File: config.mk
export PLATFORM = sky130hd
export DESIGN_NAME = fixup_record_translator
export DESIGN_NICKNAME = d
export VERILOG_FILES = /design/src/sv/fxr_pkg.sv /design/src/sv/fxr_front.sv /design/src/sv/fxr_queue.sv /design/src/sv/fxr_back.sv /design/src/sv/fixup_record_translator.sv
export SDC_FILE = /design/constraint.sdc
export NUM_CORES = 1
export LEC_CHECK = 0
export CAP_MARGIN = 20
export CELL_PAD_IN_SITES_DETAIL_PLACEMENT = 1
export CELL_PAD_IN_SITES_GLOBAL_PLACEMENT = 2
export CORE_ASPECT_RATIO = 1.1
export CORE_MARGIN = 10
export CORE_UTILIZATION = 44
export CTS_CLUSTER_DIAMETER = 100
export DETAILED_ROUTE_END_ITERATION = 16
export DONT_BUFFER_PORTS = 1
export PLACE_DENSITY_LB_ADDON = 0.1
export SLEW_MARGIN = 5
export SYNTH_ARGS = -nofsm -noshare
export SYNTH_HDL_FRONTEND = slang
export SYNTH_SLANG_ARGS = --single-unit
File: constraint.sdc
create_clock -name clk -period 5.7 [get_ports clk]
set_input_delay 0.855 -clock clk [delete_from_list [all_inputs] [get_ports clk]]
set_output_delay 0.855 -clock clk [all_outputs]
set_load 0.01 [all_outputs]
File: src/sv/fxr_pkg.sv
// Shared types and constants for the fixup record translator.
package fxr_pkg;

	localparam int PAGE_SHIFT_DEF  = 12;
	localparam int QUEUE_DEPTH_DEF = 4;

	localparam int BYTE_W   = 8;
	localparam int PAGE_W   = 20;
	localparam int TYPE_W   = 4;
	localparam int WORD_W   = 16;
	localparam int OFFSET_W = 32;

	localparam int IN_DATA_W  = 32;
	localparam int OUT_DATA_W = 80;

	localparam logic [WORD_W-1:0] FLAGS_UNSUPPORTED = 16'h0720;
	localparam int                OBJ16_BIT         = 14;
	localparam int                OFF32_BIT         = 12;
	localparam logic [TYPE_W-1:0] TYPE_NO_OFFSET    = 4'd2;

	typedef enum logic [1:0] {
		ST_OK     = 2'd0,
		ST_FLAGS  = 2'd1,
		ST_OBJECT = 2'd2,
		ST_TRUNC  = 2'd3
	} fxr_status_t;

	typedef enum logic [3:0] {
		PH_HDR0 = 4'd0,
		PH_HDR1 = 4'd1,
		PH_SRC0 = 4'd2,
		PH_SRC1 = 4'd3,
		PH_OBJ0 = 4'd4,
		PH_OBJ1 = 4'd5,
		PH_OFF0 = 4'd6,
		PH_OFF1 = 4'd7,
		PH_OFF2 = 4'd8,
		PH_OFF3 = 4'd9
	} fxr_phase_t;

	typedef struct packed {
		fxr_status_t         status;
		logic [TYPE_W-1:0]   ftype;
		logic [WORD_W-1:0]   src;
		logic [PAGE_W-1:0]   page;
		logic [BYTE_W-1:0]   obj;
		logic [OFFSET_W-1:0] toff;
	} fxr_rec_t;

endpackage

File: src/sv/fxr_front.sv
// Byte parser that turns the fixup byte stream into finished record entries.
module fxr_front import fxr_pkg::*; (
	input  logic              clk,
	input  logic              arst_n,
	input  logic              in_valid,
	output logic              in_ready,
	input  logic [BYTE_W-1:0] data_byte,
	input  logic [PAGE_W-1:0] page_index,
	input  logic              last_of_page,
	input  logic              q_full,
	output logic              push,
	output fxr_rec_t          rec
);

	fxr_phase_t          phase_q, phase_d;
	logic                discard_q, discard_d;
	logic [WORD_W-1:0]   hdr_q, hdr_d;
	logic [WORD_W-1:0]   src_q, src_d;
	logic [BYTE_W-1:0]   obj_q, obj_d;
	logic [OFFSET_W-1:0] off_q, off_d;
	logic                acc;
	logic                done;
	logic                obj_done;
	fxr_status_t         err;

	assign in_ready = !q_full;
	assign acc      = in_valid && in_ready;

	always_ff @(posedge clk or negedge arst_n) begin
		if (!arst_n) begin
			phase_q   <= PH_HDR0;
			discard_q <= 1'b0;
			hdr_q     <= '0;
			src_q     <= '0;
			obj_q     <= '0;
			off_q     <= '0;
		end else begin
			phase_q   <= phase_d;
			discard_q <= discard_d;
			hdr_q     <= hdr_d;
			src_q     <= src_d;
			obj_q     <= obj_d;
			off_q     <= off_d;
		end
	end

	always_comb begin
		phase_d   = phase_q;
		discard_d = discard_q;
		hdr_d     = hdr_q;
		src_d     = src_q;
		obj_d     = obj_q;
		off_d     = off_q;
		err       = ST_OK;
		done      = 1'b0;
		obj_done  = 1'b0;
		if (acc && discard_q) begin
			if (last_of_page) begin
				discard_d = 1'b0;
				phase_d   = PH_HDR0;
			end
		end else if (acc) begin
			unique case (phase_q)
				PH_HDR0: begin
					hdr_d   = {8'h00, data_byte};
					phase_d = PH_HDR1;
				end
				PH_HDR1: begin
					hdr_d = {data_byte, hdr_q[7:0]};
					if (({data_byte, hdr_q[7:0]} & FLAGS_UNSUPPORTED) != '0) begin
						err = ST_FLAGS;
					end else begin
						phase_d = PH_SRC0;
					end
				end
				PH_SRC0: begin
					src_d   = {8'h00, data_byte};
					phase_d = PH_SRC1;
				end
				PH_SRC1: begin
					src_d   = {data_byte, src_q[7:0]};
					phase_d = PH_OBJ0;
				end
				PH_OBJ0: begin
					obj_d = data_byte;
					if (hdr_q[OBJ16_BIT]) begin
						phase_d = PH_OBJ1;
					end else begin
						obj_done = 1'b1;
					end
				end
				PH_OBJ1: begin
					if (data_byte != '0) begin
						err = ST_OBJECT;
					end else begin
						obj_done = 1'b1;
					end
				end
				PH_OFF0: begin
					off_d   = {24'h000000, data_byte};
					phase_d = PH_OFF1;
				end
				PH_OFF1: begin
					off_d = {16'h0000, data_byte, off_q[7:0]};
					if (hdr_q[OFF32_BIT]) begin
						phase_d = PH_OFF2;
					end else begin
						done = 1'b1;
					end
				end
				PH_OFF2: begin
					off_d   = {8'h00, data_byte, off_q[15:0]};
					phase_d = PH_OFF3;
				end
				PH_OFF3: begin
					off_d = {data_byte, off_q[23:0]};
					done  = 1'b1;
				end
				default: begin
					phase_d = PH_HDR0;
				end
			endcase
			if (obj_done) begin
				off_d = '0;
				if (hdr_q[TYPE_W-1:0] == TYPE_NO_OFFSET) begin
					done = 1'b1;
				end else begin
					phase_d = PH_OFF0;
				end
			end
			if (err != ST_OK) begin
				phase_d   = PH_HDR0;
				discard_d = !last_of_page;
			end else if (done) begin
				phase_d = PH_HDR0;
			end else if (last_of_page) begin
				err     = ST_TRUNC;
				phase_d = PH_HDR0;
			end
		end
	end

	assign push = acc && !discard_q && (done || err != ST_OK);

	always_comb begin
		rec = '0;
		rec.status = err;
		if (err == ST_OK) begin
			rec.ftype = hdr_q[TYPE_W-1:0];
			rec.src   = src_q;
			rec.page  = page_index;
			rec.obj   = obj_d;
			rec.toff  = off_d;
		end
	end

endmodule

File: src/sv/fxr_queue.sv
// Short register queue between the parser and the result stage.
module fxr_queue import fxr_pkg::*; #(
	parameter int DEPTH = QUEUE_DEPTH_DEF
) (
	input  logic     clk,
	input  logic     arst_n,
	input  logic     push,
	input  fxr_rec_t push_rec,
	output logic     full,
	input  logic     pop,
	output logic     not_empty,
	output fxr_rec_t head
);

	localparam int PTR_W = (DEPTH > 1) ? $clog2(DEPTH) : 1;
	localparam int CNT_W = $clog2(DEPTH + 1);
	localparam logic [PTR_W-1:0] PTR_LAST = PTR_W'(DEPTH - 1);
	localparam logic [CNT_W-1:0] CNT_FULL = CNT_W'(DEPTH);

	fxr_rec_t         mem_q [DEPTH];
	logic [PTR_W-1:0] wr_ptr_q;
	logic [PTR_W-1:0] rd_ptr_q;
	logic [CNT_W-1:0] count_q;

	assign full      = (count_q == CNT_FULL);
	assign not_empty = (count_q != '0);
	assign head      = mem_q[rd_ptr_q];

	always_ff @(posedge clk) begin
		if (push) begin
			mem_q[wr_ptr_q] <= push_rec;
		end
	end

	always_ff @(posedge clk or negedge arst_n) begin
		if (!arst_n) begin
			wr_ptr_q <= '0;
			rd_ptr_q <= '0;
			count_q  <= '0;
		end else begin
			if (push) begin
				wr_ptr_q <= (wr_ptr_q == PTR_LAST) ? '0 : wr_ptr_q + 1'b1;
			end
			if (pop) begin
				rd_ptr_q <= (rd_ptr_q == PTR_LAST) ? '0 : rd_ptr_q + 1'b1;
			end
			if (push && !pop) begin
				count_q <= count_q + 1'b1;
			end else if (pop && !push) begin
				count_q <= count_q - 1'b1;
			end
		end
	end

	a_no_push_full: assert property (@(posedge clk) disable iff (!arst_n)
		push |-> !full || pop)
		else $error("Entry written into a full queue.");

	a_no_pop_empty: assert property (@(posedge clk) disable iff (!arst_n)
		pop |-> not_empty)
		else $error("Entry taken from an empty queue.");

	a_count_grows: assert property (@(posedge clk) disable iff (!arst_n)
		push && !pop |=> count_q == $past(count_q) + 1'b1)
		else $error("Queue count did not follow a write.");

	a_count_range: assert property (@(posedge clk) disable iff (!arst_n)
		count_q <= CNT_FULL)
		else $error("Queue count beyond its depth.");

endmodule

File: src/sv/fxr_back.sv
// Result stage: relocates the source offset and holds the output item.
module fxr_back import fxr_pkg::*; #(
	parameter int PAGE_SHIFT = PAGE_SHIFT_DEF
) (
	input  logic                       clk,
	input  logic                       arst_n,
	input  logic                       q_not_empty,
	input  fxr_rec_t                   q_head,
	output logic                       pop,
	output logic                       out_valid,
	input  logic                       out_ready,
	output logic [TYPE_W-1:0]          fixup_type,
	output logic signed [OFFSET_W-1:0] source_offset,
	output logic [BYTE_W-1:0]          target_object,
	output logic [OFFSET_W-1:0]        target_offset,
	output fxr_status_t                status
);

	logic                valid_q;
	logic [TYPE_W-1:0]   type_q;
	logic [OFFSET_W-1:0] src_q;
	logic [BYTE_W-1:0]   obj_q;
	logic [OFFSET_W-1:0] toff_q;
	fxr_status_t         status_q;
	logic [OFFSET_W-1:0] page_base;
	logic [OFFSET_W-1:0] src_ext;
	logic [OFFSET_W-1:0] src_sum;

	assign pop       = q_not_empty && (!valid_q || out_ready);
	assign page_base = OFFSET_W'(q_head.page) << PAGE_SHIFT;
	assign src_ext   = {{(OFFSET_W - WORD_W){q_head.src[WORD_W-1]}}, q_head.src};
	assign src_sum   = src_ext + page_base;

	always_ff @(posedge clk or negedge arst_n) begin
		if (!arst_n) begin
			valid_q <= 1'b0;
		end else if (pop) begin
			valid_q <= 1'b1;
		end else if (out_ready) begin
			valid_q <= 1'b0;
		end
	end

	always_ff @(posedge clk) begin
		if (pop) begin
			type_q   <= q_head.ftype;
			src_q    <= (q_head.status == ST_OK) ? src_sum : '0;
			obj_q    <= q_head.obj;
			toff_q   <= q_head.toff;
			status_q <= q_head.status;
		end
	end

	assign out_valid     = valid_q;
	assign fixup_type    = type_q;
	assign source_offset = src_q;
	assign target_object = obj_q;
	assign target_offset = toff_q;
	assign status        = status_q;

	a_pop_loads: assert property (@(posedge clk) disable iff (!arst_n)
		pop |=> valid_q)
		else $error("Taken entry did not reach the output register.");

	a_error_clean: assert property (@(posedge clk) disable iff (!arst_n)
		valid_q && status_q != ST_OK |-> src_q == '0 && type_q == '0 && toff_q == '0)
		else $error("Error item carries nonzero record fields.");

	a_no_overwrite: assert property (@(posedge clk) disable iff (!arst_n)
		valid_q && !out_ready |-> !pop)
		else $error("Output register overwritten while stalled.");

endmodule

File: src/sv/fixup_record_translator.sv
// Top level of the fixup record translator: parser, queue and result stage.
//
//   Channel   Direction  Contents
//   s_axis    in         tdata: data_byte, page_index; tlast: last_of_page
//   m_axis    out        tdata: fixup_type, source_offset, target_object, target_offset;
//                        tuser: status
//
// One byte is taken per cycle while the queue has room; the parser phase register
// carries the record state from byte to byte. The byte that finishes a record writes
// it into the queue, and from the queue it is loaded into the output register.
// A stall on the output fills the queue before the input is held.
// Reset clears the parser, the queue pointers and the output valid flag.
module fixup_record_translator import fxr_pkg::*; #(
	parameter int PAGE_SHIFT  = PAGE_SHIFT_DEF,
	parameter int QUEUE_DEPTH = QUEUE_DEPTH_DEF
) (
	input  logic                  clk,
	input  logic                  arst_n,
	input  logic                  s_axis_tvalid,
	output logic                  s_axis_tready,
	// data_byte [7:0], page_index [27:8], zero fill [31:28]
	input  logic [IN_DATA_W-1:0]  s_axis_tdata,
	input  logic                  s_axis_tlast,
	output logic                  m_axis_tvalid,
	input  logic                  m_axis_tready,
	// fixup_type [3:0], source_offset [35:4], target_object [43:36],
	// target_offset [75:44], zero fill [79:76]
	output logic [OUT_DATA_W-1:0] m_axis_tdata,
	// status [1:0]
	output logic [1:0]            m_axis_tuser
);

	logic                       push;
	fxr_rec_t                   push_rec;
	logic                       q_full;
	logic                       pop;
	logic                       q_not_empty;
	fxr_rec_t                   q_head;
	logic [TYPE_W-1:0]          fixup_type;
	logic signed [OFFSET_W-1:0] source_offset;
	logic [BYTE_W-1:0]          target_object;
	logic [OFFSET_W-1:0]        target_offset;
	fxr_status_t                status;

	fxr_front u_front (
		.clk          (clk),
		.arst_n       (arst_n),
		.in_valid     (s_axis_tvalid),
		.in_ready     (s_axis_tready),
		.data_byte    (s_axis_tdata[7:0]),
		.page_index   (s_axis_tdata[27:8]),
		.last_of_page (s_axis_tlast),
		.q_full       (q_full),
		.push         (push),
		.rec          (push_rec)
	);

	fxr_queue #(
		.DEPTH (QUEUE_DEPTH)
	) u_queue (
		.clk       (clk),
		.arst_n    (arst_n),
		.push      (push),
		.push_rec  (push_rec),
		.full      (q_full),
		.pop       (pop),
		.not_empty (q_not_empty),
		.head      (q_head)
	);

	fxr_back #(
		.PAGE_SHIFT (PAGE_SHIFT)
	) u_back (
		.clk           (clk),
		.arst_n        (arst_n),
		.q_not_empty   (q_not_empty),
		.q_head        (q_head),
		.pop           (pop),
		.out_valid     (m_axis_tvalid),
		.out_ready     (m_axis_tready),
		.fixup_type    (fixup_type),
		.source_offset (source_offset),
		.target_object (target_object),
		.target_offset (target_offset),
		.status        (status)
	);

	assign m_axis_tdata = {4'h0, target_offset, target_object, source_offset, fixup_type};
	assign m_axis_tuser = status;

endmodule
# Yosys cells after proc, flatten, opt, wreduce, memory -nomap -nowiden
# Memory sizes are Yosys's and may differ from the RTL's.
# Index checks and enable logic that the tools add are counted.
dict set report word_totals {
  mem_bits_rw 328
  n_memories 1
  word_cells 133
  register_bits 160
  input_bits 37
  out_inout_bits 84
}
# name words word_bits rd rd_clocked_by_memory_dff wr line_no
set memory_table {}
lappend memory_table {u_queue.mem_q 4 82 1 0 1 fxr_queue.sv:20} ;# fxr_rec_t mem_q [DEPTH];
dict set report op_classes {
  reduce_logical 36
  eq_ne 14
  bitwise_logic 3
  n_mux 57
  add_sub_neg 5
}
# cell count
set op_table {}
lappend op_table {{one-hot mux 32 bit (4 select lines)} 1}
lappend op_table {{two-way mux 32 bit} 3}
lappend op_table {{two-way mux 80 bit} 1}
lappend op_table {{two-way mux 4 bit} 11}
lappend op_table {{one-hot mux 4 bit (9 select lines)} 1}
lappend op_table {{adder 32 bit} 1}
lappend op_table {{one-hot mux 16 bit (2 select lines)} 1}
lappend op_table {{one-hot mux 15 bit (2 select lines)} 1}
lappend op_table {{two-way mux 8 bit} 3}
lappend op_table {{two-way mux 1 bit} 20}
lappend op_table {{two-way mux 2 bit} 10}
lappend op_table {{== test 4 x 3 -> 1 bit (second input constant)} 4}
lappend op_table {{nonzero test 16 bit} 1}
lappend op_table {{nonzero test 2 bit} 8}
lappend op_table {{== test 4 x 2 -> 1 bit (second input constant)} 3}
lappend op_table {{AND reduction 3 bit} 3}
lappend op_table {{== test 4 bit (second input constant)} 2}
lappend op_table {{AND reduction 4 bit} 2}
lappend op_table {{nonzero test 8 bit} 1}
lappend op_table {{logical AND 1 bit} 7}
lappend op_table {{zero test 1 bit} 6}
lappend op_table {{two-way mux 3 bit} 2}
lappend op_table {{adder 2 x 1 -> 2 bit (second input constant)} 2}
lappend op_table {{== test 2 bit (second input constant)} 2}
lappend op_table {{14 further kinds} 19}

# Logic depth before layout (Yosys ltp)
dict set report depth {
  depth_word 19
  mapped_depth 13
  ltp_nobuf 11
}

# Modules after synthesis
# Synthesis repeated with hierarchy kept, for this count alone.
dict set report hier_totals {
  cells_unflattened 1092
  hier_area_um2 19482.4
}
# module area_per_inst_um2 cells_per_inst seq_area_each_um2 instances
set by_module_without_submodules {}
lappend by_module_without_submodules {fxr_queue 12246.7 465 10024.6 1}
lappend by_module_without_submodules {fxr_front 3686.0 381 1701.6 1}
lappend by_module_without_submodules {fxr_back 3515.9 241 2367.3 1}
lappend by_module_without_submodules {fixup_record_translator 33.8 5 0.0 1}

# Worst setup path after synthesis
# Ideal clock, no wire load.
dict set report synth_path {
  path_type {input to register}
  startpoint {input m_axis_tready}
  endpoint {register u_queue.count_q[1]}
  t_required_ns 5.575
  arrival_ns 6.067
  cell_stages 7
  setup_time_ns 0.125
  path_slack_ns -0.492
  path_cell_list {inv_1 -> a21oi_1 -> inv_1 -> ha_1 -> inv_1 -> fa_1 -> mux2_2}
}
dict set report synth_via {
  elab_chain_len 5
}
# item line_no
set synth_rtl {}
lappend synth_rtl {{start: declaration} fixup_record_translator.sv:25} ;# input logic m_axis_tready,
lappend synth_rtl {{logical OR 1 bit *} fxr_back.sv:29} ;# assign pop = q_not_empty && (!valid_q || out_ready);
lappend synth_rtl {{logical AND 1 bit *} fxr_back.sv:29}
lappend synth_rtl {{named net pop} fixup_record_translator.sv:36} ;# logic pop;
lappend synth_rtl {{zero test 1 bit} fxr_queue.sv:47} ;# if (push && !pop) begin
lappend synth_rtl {{logical AND 1 bit} fxr_queue.sv:47}
lappend synth_rtl {{two-way mux 3 bit or nonzero test 2 bit (tied branches)} n/a}
lappend synth_rtl {{end signal: assignment} fxr_queue.sv:48} ;# count_q <= count_q + 1'b1;
lappend synth_rtl {{end signal: assignment} fxr_queue.sv:50} ;# count_q <= count_q - 1'b1;
lappend synth_rtl {{end: declaration} fxr_queue.sv:23} ;# logic [CNT_W-1:0] count_q;
# The timed path passes the listed nets; every way through them passes the cells marked *.
# A chain may end at the register's enable or synchronous reset.

# Final worst setup path
dict set report layout_path {
  startpoint {register u_queue.rd_ptr_q[0]}
  endpoint {register u_back.src_q[31], in the netlist u_back.source_offset[31], data pin}
}
dict set report layout_via {
  elab_chain_len 2
}
# item line_no
set layout_rtl {}
lappend layout_rtl {{start: declaration} fxr_queue.sv:22} ;# logic [PTR_W-1:0] rd_ptr_q;
lappend layout_rtl {{start signal: assignment} fxr_queue.sv:45} ;# rd_ptr_q <= (rd_ptr_q == PTR_LAST) ? '0 : rd_ptr_q + 1'b1;
lappend layout_rtl {{memory (4 x 82 bit) *} n/a}
lappend layout_rtl {{adder 32 bit or zero test 2 bit (tied branches)} {fxr_back.sv:32, fxr_back.sv:47}}
lappend layout_rtl {{end signal: assignment} fxr_back.sv:47} ;# src_q <= (q_head.status == ST_OK) ? src_sum : '0;
lappend layout_rtl {{end: declaration} fxr_back.sv:21} ;# logic [OFFSET_W-1:0] src_q;
# Every way passes the cells marked *; elsewhere a longest branch is shown, timed or not.

==> results.txt <==
----------------------------------------------------
[Cells and area]
  Most frequent cells in the layout ... sky130_fd_sc_hd__edfxtp_1, sky130_fd_sc_hd__mux4_2, sky130_fd_sc_hd__nor2b_1
  Final design utilization ... 49.9%
  Share of layout cells above drive strength 1 ... 19.8%
  Nets ... 1139
  Finished Cell Area ... 21600 um^2
  Most common library cell in the layout ignoring fill and taps ... sky130_fd_sc_hd__edfxtp_1
  Area growth from synthesis to final layout ... 12.6%

[Global route]
  Global Route met3 Usage ... 3.39%
  Met2 layer usage reported by global route ... 26.9%
  Antenna violations before repair ... 1
  Most Crowded Layer GR ... met2
  Global routing met1 resource utilization ... 20.7%
  Via count of the first global-routing pass ... 10.2k
  Largest net degree at the start of global routing ... 77
  All-layer global routing usage ... 16.1%
  Remaining global-route overflow ... 0
  Global-route wire length before repair ... 63900 um

[Clock network]
  CTS tree ... yes
  Sinks on Clock Net ... 482
  CTS buffer count ... 50
  CTS root buffer ... sky130_fd_sc_hd__clkbuf_16
  Max H-tree Level ... 2
  Setup fix buffers added after clock tree synthesis ... 0
  Clock transition at the registers of the reported paths ... 0.06 ns
  Clk_lat worst skew ... 0.58 ns
  Maximum buffer depth of the clock tree ... 3

[Yosys]
  Main flop type after synthesis ... sky130_fd_sc_hd__edfxtp_1
  Adder-Cell Fraction of Synth Area ... 1.84%
  Register area share after synthesis ... 73.6%
  Multiplexer fraction of the synthesized cell area ... 11.1%
  Post-synth design cell area ... 19200 um^2
  Largest family of logic cells by synthesized area ... multiplexers
  Ys async rst share ... 15.8%
  Post-synth EDFFs ... 406
  Number of unique standard cell types used by synthesis ... 60
  Compound-Gate Fraction of Synth Area ... 4.61%
  Xor/xnor cell area share of the yosys netlist ... 0.731%
  Post-Syn Instances ... 1052
  Mean Syn Cell Area ... 18.2 um^2
  Post-Synth Simple-Gate Area ... 6.55%
  Count of warnings emitted by yosys ... 0
  Flop and latch count out of synthesis ... 482

[Critical path]
  Arrival time of data at the critical path endpoint ... 4.36 ns
  Setup Crit Path Kind ... register to register
  R2r startpoint ... u_queue.rd_ptr_q[0]$_DFFE_PN0P_
  Destination of the worst register-to-register timing path ... u_back.source_offset[31]$_SDFFCE_PP0P_
  Crit start category ... register
  Worst Path Max Fanout ... 26
  Number of cells on the worst reg-to-reg path ... 9
  Crit path required time ... 6.01 ns
  Category of the worst setup path capture point ... register
  Reg-to-reg slack, setup ... 1.65 ns

[Timing]
  Unrepaired setup endpoints after global routing ... no
  Worst hold-check slack ... 0.168 ns
  Layout Skew ... 0.0122 ns
  Post-route clock period utilization ... 71.1%
  Transition time of the tightest slew-check pin ... 0.935 ns
  Sum of negative setup slack ... 0 ns
  Min cycle time layout ... 4.05 ns
  Max_slew headroom ... 37.1%
  Count of final max-slew check failures ... 0
  Number of hold-slack violations in the final timing report ... 0
  Setup violation total in the final timing report ... 0
  Max Freq ... 247 MHz

[Detailed routing]
  DRT Pass-1 Iters ... 4
  Mean number of vias per cell ... 5.48
  Total wire length ... 41700 um
  Iteration-0 DRC Markers ... 440
  Remaining routing DRC violations ... 0
  Vias after detailed routing ... 9266
  Average wire per standard cell ... 24.6 um
  Final antenna-violating net count ... 0

[Pwr]
  Largest voltage drop on the vdd net ... 0.000320 V
  Design Power ... 11700 uW
  Leakage power total ... 0.00759 uW
  Total power per unit cell area ... 541 nW/um^2

[Place]
  Port-buffer cells ... 0
  Detailed Place HPWL ... 24600 um
  Placed standard-cell area ... 19900 um^2
  RePlAce Congestion ... 0.796

[Flow run]
  Number of maximum-capacitance constraint violations ... 0

[Floorplan]
  Die outline height ... 239 um
  Chip width ... 219 um
  Full die area ... 52300 um^2
  Placeable Area ... 43200 um^2
  I/O pin cnt ... 121
  Effective utilization at floorplan ... 44.3%
  Row count ... 80

[Status]
  Result of the run ... complete, no violations

[Worst hold path]
  Worst hold-check path type ... primary input to async pin

----------------------------------------------------
==> cells in the mapped netlist, types with 19 or more instances <==
master                     count  area, um^2
sky130_fd_sc_hd__dfrtp_1      76        1900
sky130_fd_sc_hd__a21oi_1      22         110
sky130_fd_sc_hd__edfxtp_1    406       12200
sky130_fd_sc_hd__o21ai_0      26         130
sky130_fd_sc_hd__buf_2        19        95.1
sky130_fd_sc_hd__and2_1       20         125
sky130_fd_sc_hd__nor2b_1      82         513
sky130_fd_sc_hd__clkbuf_1     20        75.1
sky130_fd_sc_hd__nand2_1      44         165
sky130_fd_sc_hd__nor2_1       33         124
sky130_fd_sc_hd__a22o_1       34         298
sky130_fd_sc_hd__mux4_2       82        1850
sky130_fd_sc_hd__ha_1         25         313
sky130_fd_sc_hd__mux2_2       25         282
==> critical path, stage by stage, from the launching register on <==
cell and delay [ns]:
sky130_fd_sc_hd__dfrtp_4 0.77, sky130_fd_sc_hd__mux4_2 0.81, sky130_fd_sc_hd__ha_1 0.49, sky130_fd_sc_hd__a21o_1 0.17, sky130_fd_sc_hd__a31oi_1 0.06, sky130_fd_sc_hd__a2111oi_0 0.45
sky130_fd_sc_hd__nor2_1 0.22, sky130_fd_sc_hd__a2111oi_0 0.56, sky130_fd_sc_hd__or3_1 0.19, sky130_fd_sc_hd__a21oi_1 0.06
==> sequential cells by signal, summed over array words and instances (netlist names), 7 cells and up <==
signal / cells
u_front.obj_q: 8
u_back.target_offset: 32
u_front.off_q: 32
u_back.target_object: 8
u_front.hdr_q: 7
u_back.source_offset: 32
u_queue.mem_q: 328
u_front.src_q: 16
==> per-layer routing <==
layer | share of wire [%] | up-vias | routed length (um)
li1 | - | 4151 | -
met5 | 0 | - | 0
met3 | 4.3 | 53 | 1780
met4 | 1.9 | 0 | 789
met1 | 44 | 4893 | 18100
met2 | 50 | 169 | 21000
==> stage by stage <==
stage	setup slack, ns	std cells
floorplan	0.976	1055
finish	1.65	1692
CTS	1.65	1690
global placement	1.65	1595
global route	1.33	1691
detailed placement	1.68	1595
==> cells by family after synthesis <==
group,Yosys count
compound gates,122
xor+xnor,16
fa+ha+maj,27
buf+inv,66
flops,482
mux,107
other cells,1
simple gates,231
==> cell type report <==
type | instances | area (um^2)
clock buffer | 79 | 1500
timing repair buffer | 16 | 203
tap | 574 | 718
clock inverter | 15 | 178
fill | 3941 | 21700
antenna | 1 | 2.50
inverter | 18 | 67.6
multi-input combinational | 507 | 4800
sequential | 482 | 14100
==> power by group <==
| part | switching, uW | internal [uW] |
|---|---|---|
| Clock | 1320 | 1990 |
| Combinational | 1840 | 1360 |
| Sequential | 455 | 4710 |
==> timing repair <==
action,4_1_cts,5_1_grt
resized for setup,0,0
hold endpoints to repair,76,0
hold buffers,1,0
endpoints found under the setup margin,0,0
==> how the worst max path moves through the flow <==
stage	startpoint	end	slack, ns
6_report	u_queue.rd_ptr_q[0]$_DFFE_PN0P_	u_back.source_offset[31]$_SDFFCE_PP0P_	1.65
3_5_place_dp	u_queue.rd_ptr_q[0]$_DFFE_PN0P_	u_back.source_offset[30]$_SDFFCE_PP0P_	1.68
5_1_grt	u_queue.rd_ptr_q[0]$_DFFE_PN0P_	u_back.source_offset[31]$_SDFFCE_PP0P_	1.33
2_1_floorplan	s_axis_tdata[5]	u_queue.mem_q[0][0]$_DFFE_PP_	0.98
4_1_cts	u_queue.rd_ptr_q[0]$_DFFE_PN0P_	u_back.source_offset[31]$_SDFFCE_PP0P_	1.65
3_3_place_gp	u_queue.rd_ptr_q[0]$_DFFE_PN0P_	u_back.source_offset[31]$_SDFFCE_PP0P_	1.65
Power figures use the tool's default switching activity.
